--- config.mk ---
export PLATFORM = sky130hd
export DESIGN_NAME = block_bitmap_allocator_unit
export DESIGN_NICKNAME = d
export VERILOG_FILES = /design/src/sv/bba_pkg.sv /design/src/sv/block_bitmap_allocator_unit.sv /design/src/sv/bba_map_ram.sv /design/src/sv/bba_first_free.sv /design/src/sv/bba_seq.sv
export SDC_FILE = /design/constraint.sdc
export NUM_CORES = 1
export LEC_CHECK = 0
export BUFFER_PORTS_ARGS = -buffer_cell sky130_fd_sc_hd__buf_2
export CORE_MARGIN = 5
export CORE_UTILIZATION = 35
export DETAILED_ROUTE_END_ITERATION = 7
export GPL_ROUTABILITY_DRIVEN = 0
export HOLD_SLACK_MARGIN = 0.12
export PLACE_DENSITY = 0.52
export SKIP_CTS_REPAIR_TIMING = 1
export SLEW_MARGIN = 20
export SYNTH_ARGS = -nofsm -noshare
export SYNTH_HDL_FRONTEND = slang
export SYNTH_SLANG_ARGS = --single-unit
--- constraint.sdc ---
create_clock -name clk -period 5.5 [get_ports clk]
set_clock_uncertainty 0.2 [all_clocks]
set_input_delay 0.275 -clock clk [delete_from_list [all_inputs] [get_ports clk]]
set_output_delay 0.275 -clock clk [all_outputs]
set_load 0.005 [all_outputs]
--- src/sv/bba_pkg.sv ---
// Shared types and constants of the bitmap block allocator.
// Used by the top level, the sequencer and the testbench; depends on nothing.

package bba_pkg;

  localparam int DEF_NUM_BLOCKS    = 1024;
  localparam int DEF_MAP_WORD_BITS = 32;
  localparam int RESERVED_RESET    = 10;

  localparam int INDEX_W   = 16;
  localparam int RESERVE_W = 11;
  localparam int GRANT_W   = 10;
  localparam int FREE_W    = 11;

  typedef enum logic [1:0] {
    OP_ALLOC  = 2'd0,
    OP_FREE   = 2'd1,
    OP_MARK   = 2'd2,
    OP_FORMAT = 2'd3
  } op_t;

  typedef enum logic [1:0] {
    STAT_DONE    = 2'd0,
    STAT_FULL    = 2'd1,
    STAT_IGNORED = 2'd2
  } status_t;

  typedef enum logic [2:0] {
    S_CLEAR,
    S_IDLE,
    S_SCAN,
    S_MODIFY,
    S_RESP
  } state_t;

  typedef struct packed {
    status_t              status;
    logic [GRANT_W-1:0]   granted_block;
    logic [FREE_W-1:0]    free_count;
  } result_t;

endpackage

--- src/sv/block_bitmap_allocator_unit.sv ---
// Top level of the first-fit bitmap block allocator.
// Depends on bba_pkg, bba_map_ram and bba_seq.
//
// Usage: one beat on the in_ channel is one operation (in_tuser = op,
// in_tdata = block number); every operation returns exactly one beat on
// the out_ channel with the status in out_tuser and the granted block and
// free count in out_tdata. cfg_ sets the number of blocks reserved by format
// and is always ready. The map sits in a memory of MAP_WORD_BITS-bit words;
// operations run one at a time, free, mark and allocate as a read, modify
// and write of that memory, and in_tready returns in the cycle after the
// sequencer hands its result on. An out-of-range request or an allocate on
// a full map is answered without touching the memory; an allocate scans
// upward from map word 0 (the scan reads one word per cycle, at most
// MAP_WORDS = 32 by default), and format rewrites every word.
// After reset the block runs the same rewrite pass (reserving the low 10
// blocks) with in_tready low.
// The output register frees the sequencer: the next beat is accepted while
// a result waits; if the receiver stalls, the following result waits in the
// sequencer and in_tready stays low until the output register drains.

module block_bitmap_allocator_unit
  import bba_pkg::*;
#(
  parameter int NUM_BLOCKS    = DEF_NUM_BLOCKS,
  parameter int MAP_WORD_BITS = DEF_MAP_WORD_BITS
) (
  input  logic                 clk,
  input  logic                 rst_n,
  input  logic                 in_tvalid,
  output logic                 in_tready,
  input  logic [15:0]          in_tdata,   // [15:0] blk_num
  input  logic [1:0]           in_tuser,   // [1:0] op
  output logic                 out_tvalid,
  input  logic                 out_tready,
  output logic [23:0]          out_tdata,  // [9:0] granted_block, [20:10] free_count
  output logic [1:0]           out_tuser,  // [1:0] status
  input  logic                 cfg_valid,
  output logic                 cfg_ready,
  input  logic [RESERVE_W-1:0] cfg_data    // reserved_blocks
);

  localparam int MAP_WORDS = (NUM_BLOCKS + MAP_WORD_BITS - 1) / MAP_WORD_BITS;
  localparam int AW        = (MAP_WORDS > 1) ? $clog2(MAP_WORDS) : 1;

  logic [RESERVE_W-1:0]     reserved_r;
  logic                     out_valid_r;
  result_t                  out_res_r;

  logic                     res_valid;
  logic                     res_ready;
  result_t                  res;
  logic                     ram_re;
  logic [AW-1:0]            ram_raddr;
  logic [MAP_WORD_BITS-1:0] ram_rdata;
  logic                     ram_we;
  logic [AW-1:0]            ram_waddr;
  logic [MAP_WORD_BITS-1:0] ram_wdata;

  assign cfg_ready = 1'b1;

  always_ff @(posedge clk) begin
    if (!rst_n) begin
      reserved_r <= RESERVE_W'(RESERVED_RESET);
    end else if (cfg_valid) begin
      reserved_r <= cfg_data;
    end
  end

  bba_map_ram #(
    .DEPTH (MAP_WORDS),
    .WIDTH (MAP_WORD_BITS),
    .AW    (AW)
  ) u_map_ram (
    .clk   (clk),
    .we    (ram_we),
    .waddr (ram_waddr),
    .wdata (ram_wdata),
    .re    (ram_re),
    .raddr (ram_raddr),
    .rdata (ram_rdata)
  );

  bba_seq #(
    .NUM_BLOCKS    (NUM_BLOCKS),
    .MAP_WORD_BITS (MAP_WORD_BITS),
    .MAP_WORDS     (MAP_WORDS),
    .AW            (AW)
  ) u_seq (
    .clk          (clk),
    .rst_n        (rst_n),
    .in_valid     (in_tvalid),
    .in_ready     (in_tready),
    .in_op        (op_t'(in_tuser)),
    .in_index     (in_tdata),
    .cfg_reserved (reserved_r),
    .res_valid    (res_valid),
    .res_ready    (res_ready),
    .res          (res),
    .ram_re       (ram_re),
    .ram_raddr    (ram_raddr),
    .ram_rdata    (ram_rdata),
    .ram_we       (ram_we),
    .ram_waddr    (ram_waddr),
    .ram_wdata    (ram_wdata)
  );

  // Output register takes a new result whenever it is empty or draining.
  assign res_ready = !out_valid_r || out_tready;

  always_ff @(posedge clk) begin
    if (!rst_n) begin
      out_valid_r <= 1'b0;
    end else if (res_ready) begin
      out_valid_r <= res_valid;
    end
  end

  always_ff @(posedge clk) begin
    if (res_ready && res_valid) begin
      out_res_r <= res;
    end
  end

  assign out_tvalid = out_valid_r;
  assign out_tuser  = out_res_r.status;
  assign out_tdata  = {3'b000, out_res_r.free_count, out_res_r.granted_block};

endmodule

--- src/sv/bba_map_ram.sv ---
// Usage map storage: one write port, one read port, registered read data.
// Depends on nothing but its parameters.

module bba_map_ram #(
  parameter int DEPTH = 32,
  parameter int WIDTH = 32,
  parameter int AW    = 5
) (
  input  logic             clk,
  input  logic             we,
  input  logic [AW-1:0]    waddr,
  input  logic [WIDTH-1:0] wdata,
  input  logic             re,
  input  logic [AW-1:0]    raddr,
  output logic [WIDTH-1:0] rdata
);

  logic [WIDTH-1:0] mem [DEPTH];

  always_ff @(posedge clk) begin
    if (we) begin
      mem[waddr] <= wdata;
    end
  end

  always_ff @(posedge clk) begin
    if (re) begin
      rdata <= mem[raddr];
    end
  end

endmodule

--- src/sv/bba_first_free.sv ---
// Finds the lowest clear bit of one map word.
// Depends on nothing but its parameters.

module bba_first_free #(
  parameter int WIDTH = 32,
  parameter int BIT_W = 5
) (
  input  logic [WIDTH-1:0] word,
  output logic             found,
  output logic [BIT_W-1:0] pos
);

  always_comb begin
    found = 1'b0;
    pos   = '0;
    // Walking down from the top leaves the lowest clear bit in pos.
    for (int i = WIDTH - 1; i >= 0; i--) begin
      if (!word[i]) begin
        found = 1'b1;
        pos   = BIT_W'(i);
      end
    end
  end

endmodule

--- src/sv/bba_seq.sv ---
// Operation sequencer: read-modify-write of the usage map, free counter,
// format sweep. Depends on bba_pkg and bba_first_free.

module bba_seq
  import bba_pkg::*;
#(
  parameter int NUM_BLOCKS    = DEF_NUM_BLOCKS,
  parameter int MAP_WORD_BITS = DEF_MAP_WORD_BITS,
  parameter int MAP_WORDS     = (NUM_BLOCKS + MAP_WORD_BITS - 1) / MAP_WORD_BITS,
  parameter int AW            = (MAP_WORDS > 1) ? $clog2(MAP_WORDS) : 1
) (
  input  logic                     clk,
  input  logic                     rst_n,
  input  logic                     in_valid,
  output logic                     in_ready,
  input  op_t                      in_op,
  input  logic [INDEX_W-1:0]       in_index,
  input  logic [RESERVE_W-1:0]     cfg_reserved,
  output logic                     res_valid,
  input  logic                     res_ready,
  output result_t                  res,
  output logic                     ram_re,
  output logic [AW-1:0]            ram_raddr,
  input  logic [MAP_WORD_BITS-1:0] ram_rdata,
  output logic                     ram_we,
  output logic [AW-1:0]            ram_waddr,
  output logic [MAP_WORD_BITS-1:0] ram_wdata
);

  localparam int BIT_W     = $clog2(MAP_WORD_BITS);
  localparam int CNT_W     = $clog2(NUM_BLOCKS + 1);
  localparam int TAIL_BITS = MAP_WORDS * MAP_WORD_BITS - NUM_BLOCKS;
  localparam logic [MAP_WORD_BITS-1:0] TAIL_MASK = ~({MAP_WORD_BITS{1'b1}} >> TAIL_BITS);

  state_t             state_r, state_nxt;
  logic [AW-1:0]      addr_r, addr_nxt;
  logic [BIT_W-1:0]   bit_r, bit_nxt;
  op_t                op_r, op_nxt;
  logic               fmt_resp_r, fmt_resp_nxt;
  logic [CNT_W-1:0]   reserve_r, reserve_nxt;
  logic [CNT_W-1:0]   free_r, free_nxt;
  result_t            res_r, res_nxt;

  logic               hit_found;
  logic [BIT_W-1:0]   hit_pos;
  logic               idx_out_range;
  logic               last_word;
  logic               cur_used;

  bba_first_free #(
    .WIDTH (MAP_WORD_BITS),
    .BIT_W (BIT_W)
  ) u_first_free (
    .word  (ram_rdata),
    .found (hit_found),
    .pos   (hit_pos)
  );

  assign idx_out_range = int'(in_index) >= NUM_BLOCKS;
  assign last_word     = int'(addr_r) == MAP_WORDS - 1;
  assign cur_used      = ram_rdata[bit_r];

  assign in_ready  = state_r == S_IDLE;
  assign res_valid = state_r == S_RESP;
  assign res       = res_r;

  // Next state.
  always_comb begin
    state_nxt = state_r;
    unique case (state_r)
      S_CLEAR: begin
        if (last_word) begin
          state_nxt = fmt_resp_r ? S_RESP : S_IDLE;
        end
      end
      S_IDLE: begin
        if (in_valid) begin
          unique case (in_op)
            OP_ALLOC:  state_nxt = (free_r == '0) ? S_RESP : S_SCAN;
            OP_FREE,
            OP_MARK:   state_nxt = idx_out_range ? S_RESP : S_MODIFY;
            OP_FORMAT: state_nxt = S_CLEAR;
            default:   state_nxt = S_IDLE;
          endcase
        end
      end
      S_SCAN: begin
        if (hit_found) begin
          state_nxt = S_RESP;
        end
      end
      S_MODIFY: state_nxt = S_RESP;
      S_RESP: begin
        if (res_ready) begin
          state_nxt = S_IDLE;
        end
      end
      default: state_nxt = S_IDLE;
    endcase
  end

  // Datapath and memory controls.
  always_comb begin
    int                       base;
    int                       rem;
    logic [MAP_WORD_BITS-1:0] fill;

    addr_nxt     = addr_r;
    bit_nxt      = bit_r;
    op_nxt       = op_r;
    fmt_resp_nxt = fmt_resp_r;
    reserve_nxt  = reserve_r;
    free_nxt     = free_r;
    res_nxt      = res_r;
    ram_re       = 1'b0;
    ram_raddr    = addr_r;
    ram_we       = 1'b0;
    ram_waddr    = addr_r;
    ram_wdata    = ram_rdata;

    // Reserved bits of the word the sweep is on.
    base = int'(addr_r) << BIT_W;
    rem  = int'(reserve_r) - base;
    if (rem >= MAP_WORD_BITS) begin
      fill = '1;
    end else if (rem <= 0) begin
      fill = '0;
    end else begin
      fill = ~({MAP_WORD_BITS{1'b1}} << rem[BIT_W-1:0]);
    end

    unique case (state_r)
      S_CLEAR: begin
        // Blocks past the end of the map are kept permanently used.
        ram_we    = 1'b1;
        ram_wdata = last_word ? (fill | TAIL_MASK) : fill;
        addr_nxt  = addr_r + AW'(1);
        if (last_word) begin
          addr_nxt              = '0;
          free_nxt              = CNT_W'(NUM_BLOCKS) - reserve_r;
          res_nxt.status        = STAT_DONE;
          res_nxt.granted_block = '0;
          res_nxt.free_count    = FREE_W'(free_nxt);
        end
      end
      S_IDLE: begin
        res_nxt.granted_block = '0;
        res_nxt.free_count    = FREE_W'(free_r);
        if (in_valid) begin
          op_nxt = in_op;
          unique case (in_op)
            OP_ALLOC: begin
              res_nxt.status = STAT_FULL;
              if (free_r != '0) begin
                ram_re    = 1'b1;
                ram_raddr = '0;
                addr_nxt  = '0;
              end
            end
            OP_FREE,
            OP_MARK: begin
              res_nxt.status = STAT_IGNORED;
              if (!idx_out_range) begin
                ram_re    = 1'b1;
                ram_raddr = AW'(in_index >> BIT_W);
                addr_nxt  = AW'(in_index >> BIT_W);
                bit_nxt   = in_index[BIT_W-1:0];
              end
            end
            OP_FORMAT: begin
              addr_nxt     = '0;
              fmt_resp_nxt = 1'b1;
              if (int'(cfg_reserved) > NUM_BLOCKS) begin
                reserve_nxt = CNT_W'(NUM_BLOCKS);
              end else begin
                reserve_nxt = CNT_W'(cfg_reserved);
              end
            end
            default: ;
          endcase
        end
      end
      S_SCAN: begin
        if (hit_found) begin
          ram_we                = 1'b1;
          ram_wdata             = ram_rdata | (MAP_WORD_BITS'(1) << hit_pos);
          free_nxt              = free_r - CNT_W'(1);
          res_nxt.status        = STAT_DONE;
          res_nxt.granted_block = GRANT_W'({addr_r, hit_pos});
          res_nxt.free_count    = FREE_W'(free_nxt);
        end else begin
          ram_re    = 1'b1;
          ram_raddr = addr_r + AW'(1);
          addr_nxt  = addr_r + AW'(1);
        end
      end
      S_MODIFY: begin
        res_nxt.status = STAT_IGNORED;
        if (op_r == OP_FREE && cur_used) begin
          ram_we         = 1'b1;
          ram_wdata      = ram_rdata & ~(MAP_WORD_BITS'(1) << bit_r);
          free_nxt       = free_r + CNT_W'(1);
          res_nxt.status = STAT_DONE;
        end else if (op_r == OP_MARK && !cur_used) begin
          ram_we         = 1'b1;
          ram_wdata      = ram_rdata | (MAP_WORD_BITS'(1) << bit_r);
          free_nxt       = free_r - CNT_W'(1);
          res_nxt.status = STAT_DONE;
        end
        res_nxt.free_count = FREE_W'(free_nxt);
      end
      S_RESP: ;
      default: ;
    endcase
  end

  always_ff @(posedge clk) begin
    if (!rst_n) begin
      state_r    <= S_CLEAR;
      addr_r     <= '0;
      fmt_resp_r <= 1'b0;
      reserve_r  <= CNT_W'(RESERVED_RESET);
      free_r     <= CNT_W'(NUM_BLOCKS - RESERVED_RESET);
      op_r       <= OP_ALLOC;
    end else begin
      state_r    <= state_nxt;
      addr_r     <= addr_nxt;
      fmt_resp_r <= fmt_resp_nxt;
      reserve_r  <= reserve_nxt;
      free_r     <= free_nxt;
      op_r       <= op_nxt;
    end
  end

  always_ff @(posedge clk) begin
    bit_r <= bit_nxt;
    res_r <= res_nxt;
  end

`ifndef SYNTHESIS
  a_free_bound: assert property (@(posedge clk) disable iff (!rst_n)
    int'(free_r) <= NUM_BLOCKS)
    else $error("free counter above block count");

  a_scan_nonempty: assert property (@(posedge clk) disable iff (!rst_n)
    state_r == S_SCAN |-> free_r != '0)
    else $error("scan running with no free block");

  a_write_states: assert property (@(posedge clk) disable iff (!rst_n)
    ram_we |-> (state_r == S_CLEAR || state_r == S_SCAN || state_r == S_MODIFY))
    else $error("map written outside an update");

  a_full_resp: assert property (@(posedge clk) disable iff (!rst_n)
    (in_valid && in_ready && in_op == OP_ALLOC && free_r == '0)
      |=> (state_r == S_RESP && res_r.status == STAT_FULL))
    else $error("allocate on a full map not reported");
`endif

endmodule

# ---- After elaboration in Yosys (flattened, before gate mapping)
# Memories as Yosys holds them, arrays and structs flattened. A register that Yosys moved wholly into a read port is not among the register bits.
# Index checks and enable logic that the tools add are counted.
dict set report totals {
  latchBits 0
  memories 1
  regBits 96
  output_inout_bits 29
  wordCells 191
  in_bits 34
  rom_bits 0
  ram_bits 1024
}
dict set report classes {
  shifts 3
  mux 118
  n_mul 0
  addsub 5
  reduce_logical 23
  n_lt_le_gt_ge 5
  n_bitwise 6
  div_mod_pow 0
  eq_ne 15
}
# name words width read_ports rd_clocked_by_memory_dff wr line
set mem_list {}
lappend mem_list {u_map_ram.mem 32 32 1 1 1 bba_map_ram.sv:18} ;# logic [WIDTH-1:0] mem [DEPTH];
# cell count
set op_table {}
lappend op_table {{two-way mux 5 bit} 38}
lappend op_table {{two-way mux 32 bit} 5}
lappend op_table {{case mux 32 bit (3 select lines)} 1}
lappend op_table {{NOT 32 bit} 2}
lappend op_table {{OR 32 bit} 2}
lappend op_table {{left shift 1 x 5 -> 32 bit (first input constant)} 2}
lappend op_table {{two-way mux 11 bit} 5}
lappend op_table {{two-way mux 23 bit} 2}
lappend op_table {{case mux 11 bit (4 select lines)} 1}
lappend op_table {{two-way mux 1 bit} 42}
lappend op_table {{case mux 11 bit (3 select lines)} 1}
lappend op_table {{AND 32 bit} 1}
lappend op_table {{>= comparator 32 x 7 -> 1 bit (second input constant)} 1}
lappend op_table {{<= comparator 32 x 1 -> 1 bit (second input constant)} 1}
lappend op_table {{left shift 32 x 5 -> 32 bit (first input constant)} 1}
lappend op_table {{case mux 10 bit (3 select lines)} 1}
lappend op_table {{case mux 5 bit (3 select lines)} 2}
lappend op_table {{two-way mux 3 bit} 7}
lappend op_table {{case mux 5 bit (2 select lines)} 2}
lappend op_table {{>= comparator 16 x 11 -> 1 bit (second input constant)} 1}
lappend op_table {{case mux 3 bit (5 select lines)} 1}
lappend op_table {{AND reduction 3 bit} 4}
lappend op_table {{subtractor 11 x 10 -> 12 bit} 1}
lappend op_table {{adder 11 x 1 -> 11 bit (second input constant)} 1}
lappend op_table {{other kinds (35)} 50}

# ---- Depth between registers and ports, before layout
dict set report logic_depth {
  word_depth 36
  ltp_mapped 16
  depth_no_buf 13
}

# ---- Cells and area by module
# A second synthesis with hierarchy kept.
dict set report hier_totals {
  cells_unflattened 3285
  hier_area_um2 48871.9
}
# module n_inst cells_each seq_area_each_um2 area_per_inst_um2
set modules_own_cells {}
lappend modules_own_cells {bba_map_ram 1 2260 31710.4 40812.9}
lappend modules_own_cells {bba_seq 1 890 1501.4 6485.0}
lappend modules_own_cells {block_bitmap_allocator_unit 1 69 930.9 1181.1}
lappend modules_own_cells {bba_first_free 1 66 0.0 392.9}

# ---- Worst setup path before layout
# OpenSTA, ideal clock, no wires.
dict set report synth_path {
  path_type {reg2reg}
  start {register u_seq.bit_r[1]}
  end {memory u_map_ram.mem[12][0] (enable)}
  setup_slack_ns 0.891
  required_time_ns 4.879
  synth_period_minus_slack_ns 4.609
  setup_ns 0.421
  arrival_time_ns 3.988
  n_path_buf 2
  stages_incl_launch_ff 12
  path_cell_list {edfxtp_1 buf_2 buf_6 mux2i_1 mux4_2 a22oi_1 nand3_2 nor2_2 o21ai_1 a211oi_2 nand2_1 nor2_1}
}
dict set report synth_via {
  elab_chain_len 9
  word_cells_on_any_way 10
  classes_between {mux (7); reduce/logical (3)}
}
# element line
set synth_rtl {}
lappend synth_rtl {{from (decl)} bba_seq.sv:37} ;# logic [BIT_W-1:0] bit_r, bit_nxt;
lappend synth_rtl {{from (signal assigned)} bba_seq.sv:236} ;# bit_r <= bit_nxt;
lappend synth_rtl {{binary-select mux 1 bit (select 5 bit) (*)} bba_seq.sv:61} ;# assign cur_used = ram_rdata[bit_r];
lappend synth_rtl {{two-way mux 1 bit (not written as such) (*)} bba_seq.sv:61}
lappend synth_rtl {{zero test 1 bit} bba_seq.sv:204} ;# end else if (op_r == OP_MARK && !cur_used) begin
lappend synth_rtl {{logical AND 1 bit} bba_seq.sv:204}
lappend synth_rtl {{two-way mux 1 bit} bba_seq.sv:204}
lappend synth_rtl {{two-way mux 1 bit (*)} bba_seq.sv:199} ;# if (op_r == OP_FREE && cur_used) begin
lappend synth_rtl {{case mux 1 bit (3 select lines) (*)} bba_seq.sv:132} ;# unique case (state_r)
lappend synth_rtl {{two-way mux 1 bit (*)} bba_map_ram.sv:21} ;# if (we) begin
lappend synth_rtl {{two-way mux 1 bit (not written as such) (*)} bba_map_ram.sv:22} ;# mem[waddr] <= wdata;
lappend synth_rtl {{to (decl)} bba_map_ram.sv:18}
# Mark *: on every way between the ends. The rest lies on a longest branch, timed or not. The select of a mux whose other input is x is not followed.

# ---- Worst setup path after layout
dict set report layout_path {
  start {register u_seq.bit_r[1]}
  end {memory u_map_ram.mem[5][10], data pin}
}
dict set report layout_via {
  elab_chain_len 7
  word_cells_on_any_way 12
  classes_between {shift (1); mux (5); bitwise (3); reduce/logical (3)}
}
# element line
set layout_rtl {}
lappend layout_rtl {{binary-select mux 1 bit (select 5 bit)} bba_seq.sv:61}
lappend layout_rtl {{two-way mux 1 bit (not written as such)} bba_seq.sv:61}
lappend layout_rtl {{zero test 1 bit} bba_seq.sv:204}
lappend layout_rtl {{logical AND 1 bit} bba_seq.sv:204}
lappend layout_rtl {{two-way mux 32 bit} bba_seq.sv:204}
lappend layout_rtl {{two-way mux 32 bit (*)} bba_seq.sv:199}
lappend layout_rtl {{case mux 32 bit (3 select lines) (*)} bba_seq.sv:132}
lappend layout_rtl {{named net ram_wdata[10]} block_bitmap_allocator_unit.sv:57} ;# logic [MAP_WORD_BITS-1:0] ram_wdata;
# The timed path passes the listed nets; every way through them passes the cells marked *. The select of a mux whose other input is x is not followed.

==> impl_results.md <==
- CTS clock-pin slew for the worst setup and hold paths: roughly 0.06 ns
- Total iterations of the first detailed-routing run: 8
- First-pass GRT wire length: between 200,000 and 250,000 um
- Post-synth top area cell: edfxtp_1
- Row cnt: around 140
- Share of the synthesized area in the top cell type: about two thirds
- Total length of routed wires: roughly 150,000 um
- Cells after Synth: around 4,000
- DRT iter0 DRCs: ~3,800
- WP data arrival: 5.37 ns
- Total negative slack: 0 ns
- Final Hold Fails: 0
- Hold Crit Class: primary input to register
- DR DRC count: 0
- Area growth, synth to finish: 16.3%
- PD cells: 407 mW/mm2
- Distinct cells, synth: 85
- Post-DP Area: around 0.052 mm2
- Die ar.: about 0.15 mm2
- Max Cap Viol: 0
- Starting density of the core: a little over a third
- Count leader, synth: edfxtp_1
- CTS Buf Count: 119
- Share of layout cells above drive strength 1: between 10% and 20%
- Total power: ~23 mW
- Final nets: 4,229
- Worst Path Max Fanout: 18
- Placed cells: between 5,000 and 6,000
- Synth warn: 0
- Core region area: approximately 0.14 mm2
- Final HPWL DP: 91,700 um
- Utilization after layout: between 40% and 50%
- Initial antenna violation count: 2
- Routed length per instance: around 25 um
- Num Clock Sinks: 1,152
- DRT antenna net count: 0
- PortBufs: 58
- DP Worst Slack: 0.579 ns
- FFs w/ async S/R, synth: 0%
- Slew headroom: a little over a quarter
- Outcome: completed
- Vias in the first global route: roughly 32,000
- Synth Register Bits: between 1,000 and 1,500
- Hold slack: ~0.14 ns
- Die X: ~380 um
- Sequential area share after synthesis: 70.0%
- Top-level I/O count: 63
- Finished Cell Area: 0.0567 mm2
- Worst Max-Slew Pin Slew: roughly 1.1 ns
- Max VDD drop: 0.299 mV
- TritonCTS clock tree: built
- RSZ-0062 raised after global routing: false
- Die height: 383 um
- Largest cells by area after synthesis: edfxtp_1 (68%), nand2_1 (6.2%), nor2_1 (3.9%)
- Clk root buf: clkbuf_16
- GRT Util Overall: about a fifth
- Fin. max-slew vios: 0
- Final setup fails: 0
- Setup ws final: approximately 0.49 ns
- Syn Std Cell Area: approximately 0.05 mm2
- Fin cells: between 6,000 and 7,000
- Tcrit/Tclk final: 91.0%
- Critical path required time: roughly 5.9 ns
- Top FF cell, synth: edfxtp_1
- Skew-Pair Late Insertion Delay: 0.74 ns
- Syn_area_per_cell: 12.0 um2
- Via/cell ratio: ~5.5
- Crit. End Element: register
- Fmax: about 200 MHz
- Post-synth EDFFs: between 1,000 and 1,500
- Synth cell count leaders: edfxtp_1 (1,107), nand2_1 (803), nor2_1 (502), nand3_1 (334), a21oi_1 (166)
- Pin count of the biggest net entering global routing: slightly above 80
- Worst setup SP type: register
- Maximum clock insertion buffer count: 3
- Pleak: 19.1 nW
- Grt ovf: 0
- Via count: 33,700
- Min Clock Period, post-route: ~5 ns
- H-tree Lvls: 3
- Kind of critical path: register to register
## metal layers
metal	global-route usage (%)	routed length, um	part of all wire (%)
met5	0	0	0
met4	6.13	5110	3.3
met3	3.48	10700	7.0
met2	32.9	71800	47
met1	28.0	65500	43
## cell type report
type / instances / area (um2)
Multi-Input combinational cell: 2584 / 13700
Clock buffer: 152 / 3150
Inverter: 40 / 150
Antenna cell: 2 / 5.00
Fill cell: 13000 / 82300
Timing Repair Buffer: 277 / 2620
Tap cell: 1876 / 2350
Sequential cell: 1152 / 34100
Clock inverter: 64 / 552
## where the power goes
group	leakage (nW)	internal (mW)	switching (mW)
registers	10.4	10.9	0.0694
logic	6.94	1.07	3.31
clock network	1.79	4.32	3.38
## worst paths after layout
check | cells past startpoint | slack, ns | to | startpoint
setup / recovery | 12 | 0.49 | u_map_ram.mem[5][10] | u_seq.bit_r[1]
hold / removal | 2 | 0.14 | u_seq.bit_r[2] | in_tdata[2]
setup reg to reg | 12 | 0.49 | u_map_ram.mem[5][10] | u_seq.bit_r[1]
hold reg to reg | 0 | 0.22 | out_tdata[6] | u_seq.res[17]
## layout by cell type (no fill, tap or decap), types with 43 or more instances in the layout
cell type      count
buf_2             58
nor3_1            55
o22ai_1           43
clkbuf_16        121
buf_4            122
nand4_1           86
nand2_1          803
a21oi_1          164
edfxtp_1        1107
dfxtp_1           45
o21ai_0           43
mux2i_1           64
buf_12            44
nor2_1           466
nand3_1          331
dlygate4sd3_1     53
## sequential cells by signal, summed over array words and instances, names as in the netlist, 5 cells and up
name	count
u_map_ram.mem	1024
u_map_ram.rdata	32
u_seq.res	23
out_tdata	21
reserved_r	11
u_seq.free_r	11
u_seq.reserve_r	11
u_seq.bit_r	5
u_seq.ram_waddr	5
## worst max-delay path, cell delays in order, from the launching register on
cell and delay, ns:
edfxtp_1 1.00, buf_4 0.31, mux2i_1 0.22, mux4_2 0.27, a22oi_2 0.11, a211oi_2 0.21, buf_4 0.33, and2_0 0.63
nand3_1 0.15, o2111ai_1 0.17, a211oi_1 0.10, nor2_2 0.83, buf_4 0.34
## cells by family after synthesis
logic type,Yosys count,synth area share (%)
multiplexers,68,1.50
XOR/XNOR,19,0.341
other,2,0.0154
adder cells (fa/ha/maj),21,0.554
buffers and inverters,312,2.72
flip-flops,1152,70.0
AO/OA/AOI/OAI,519,7.19
AND/OR/NAND/NOR,1953,17.6
Note: power is estimated with default switching activity, not from simulation.
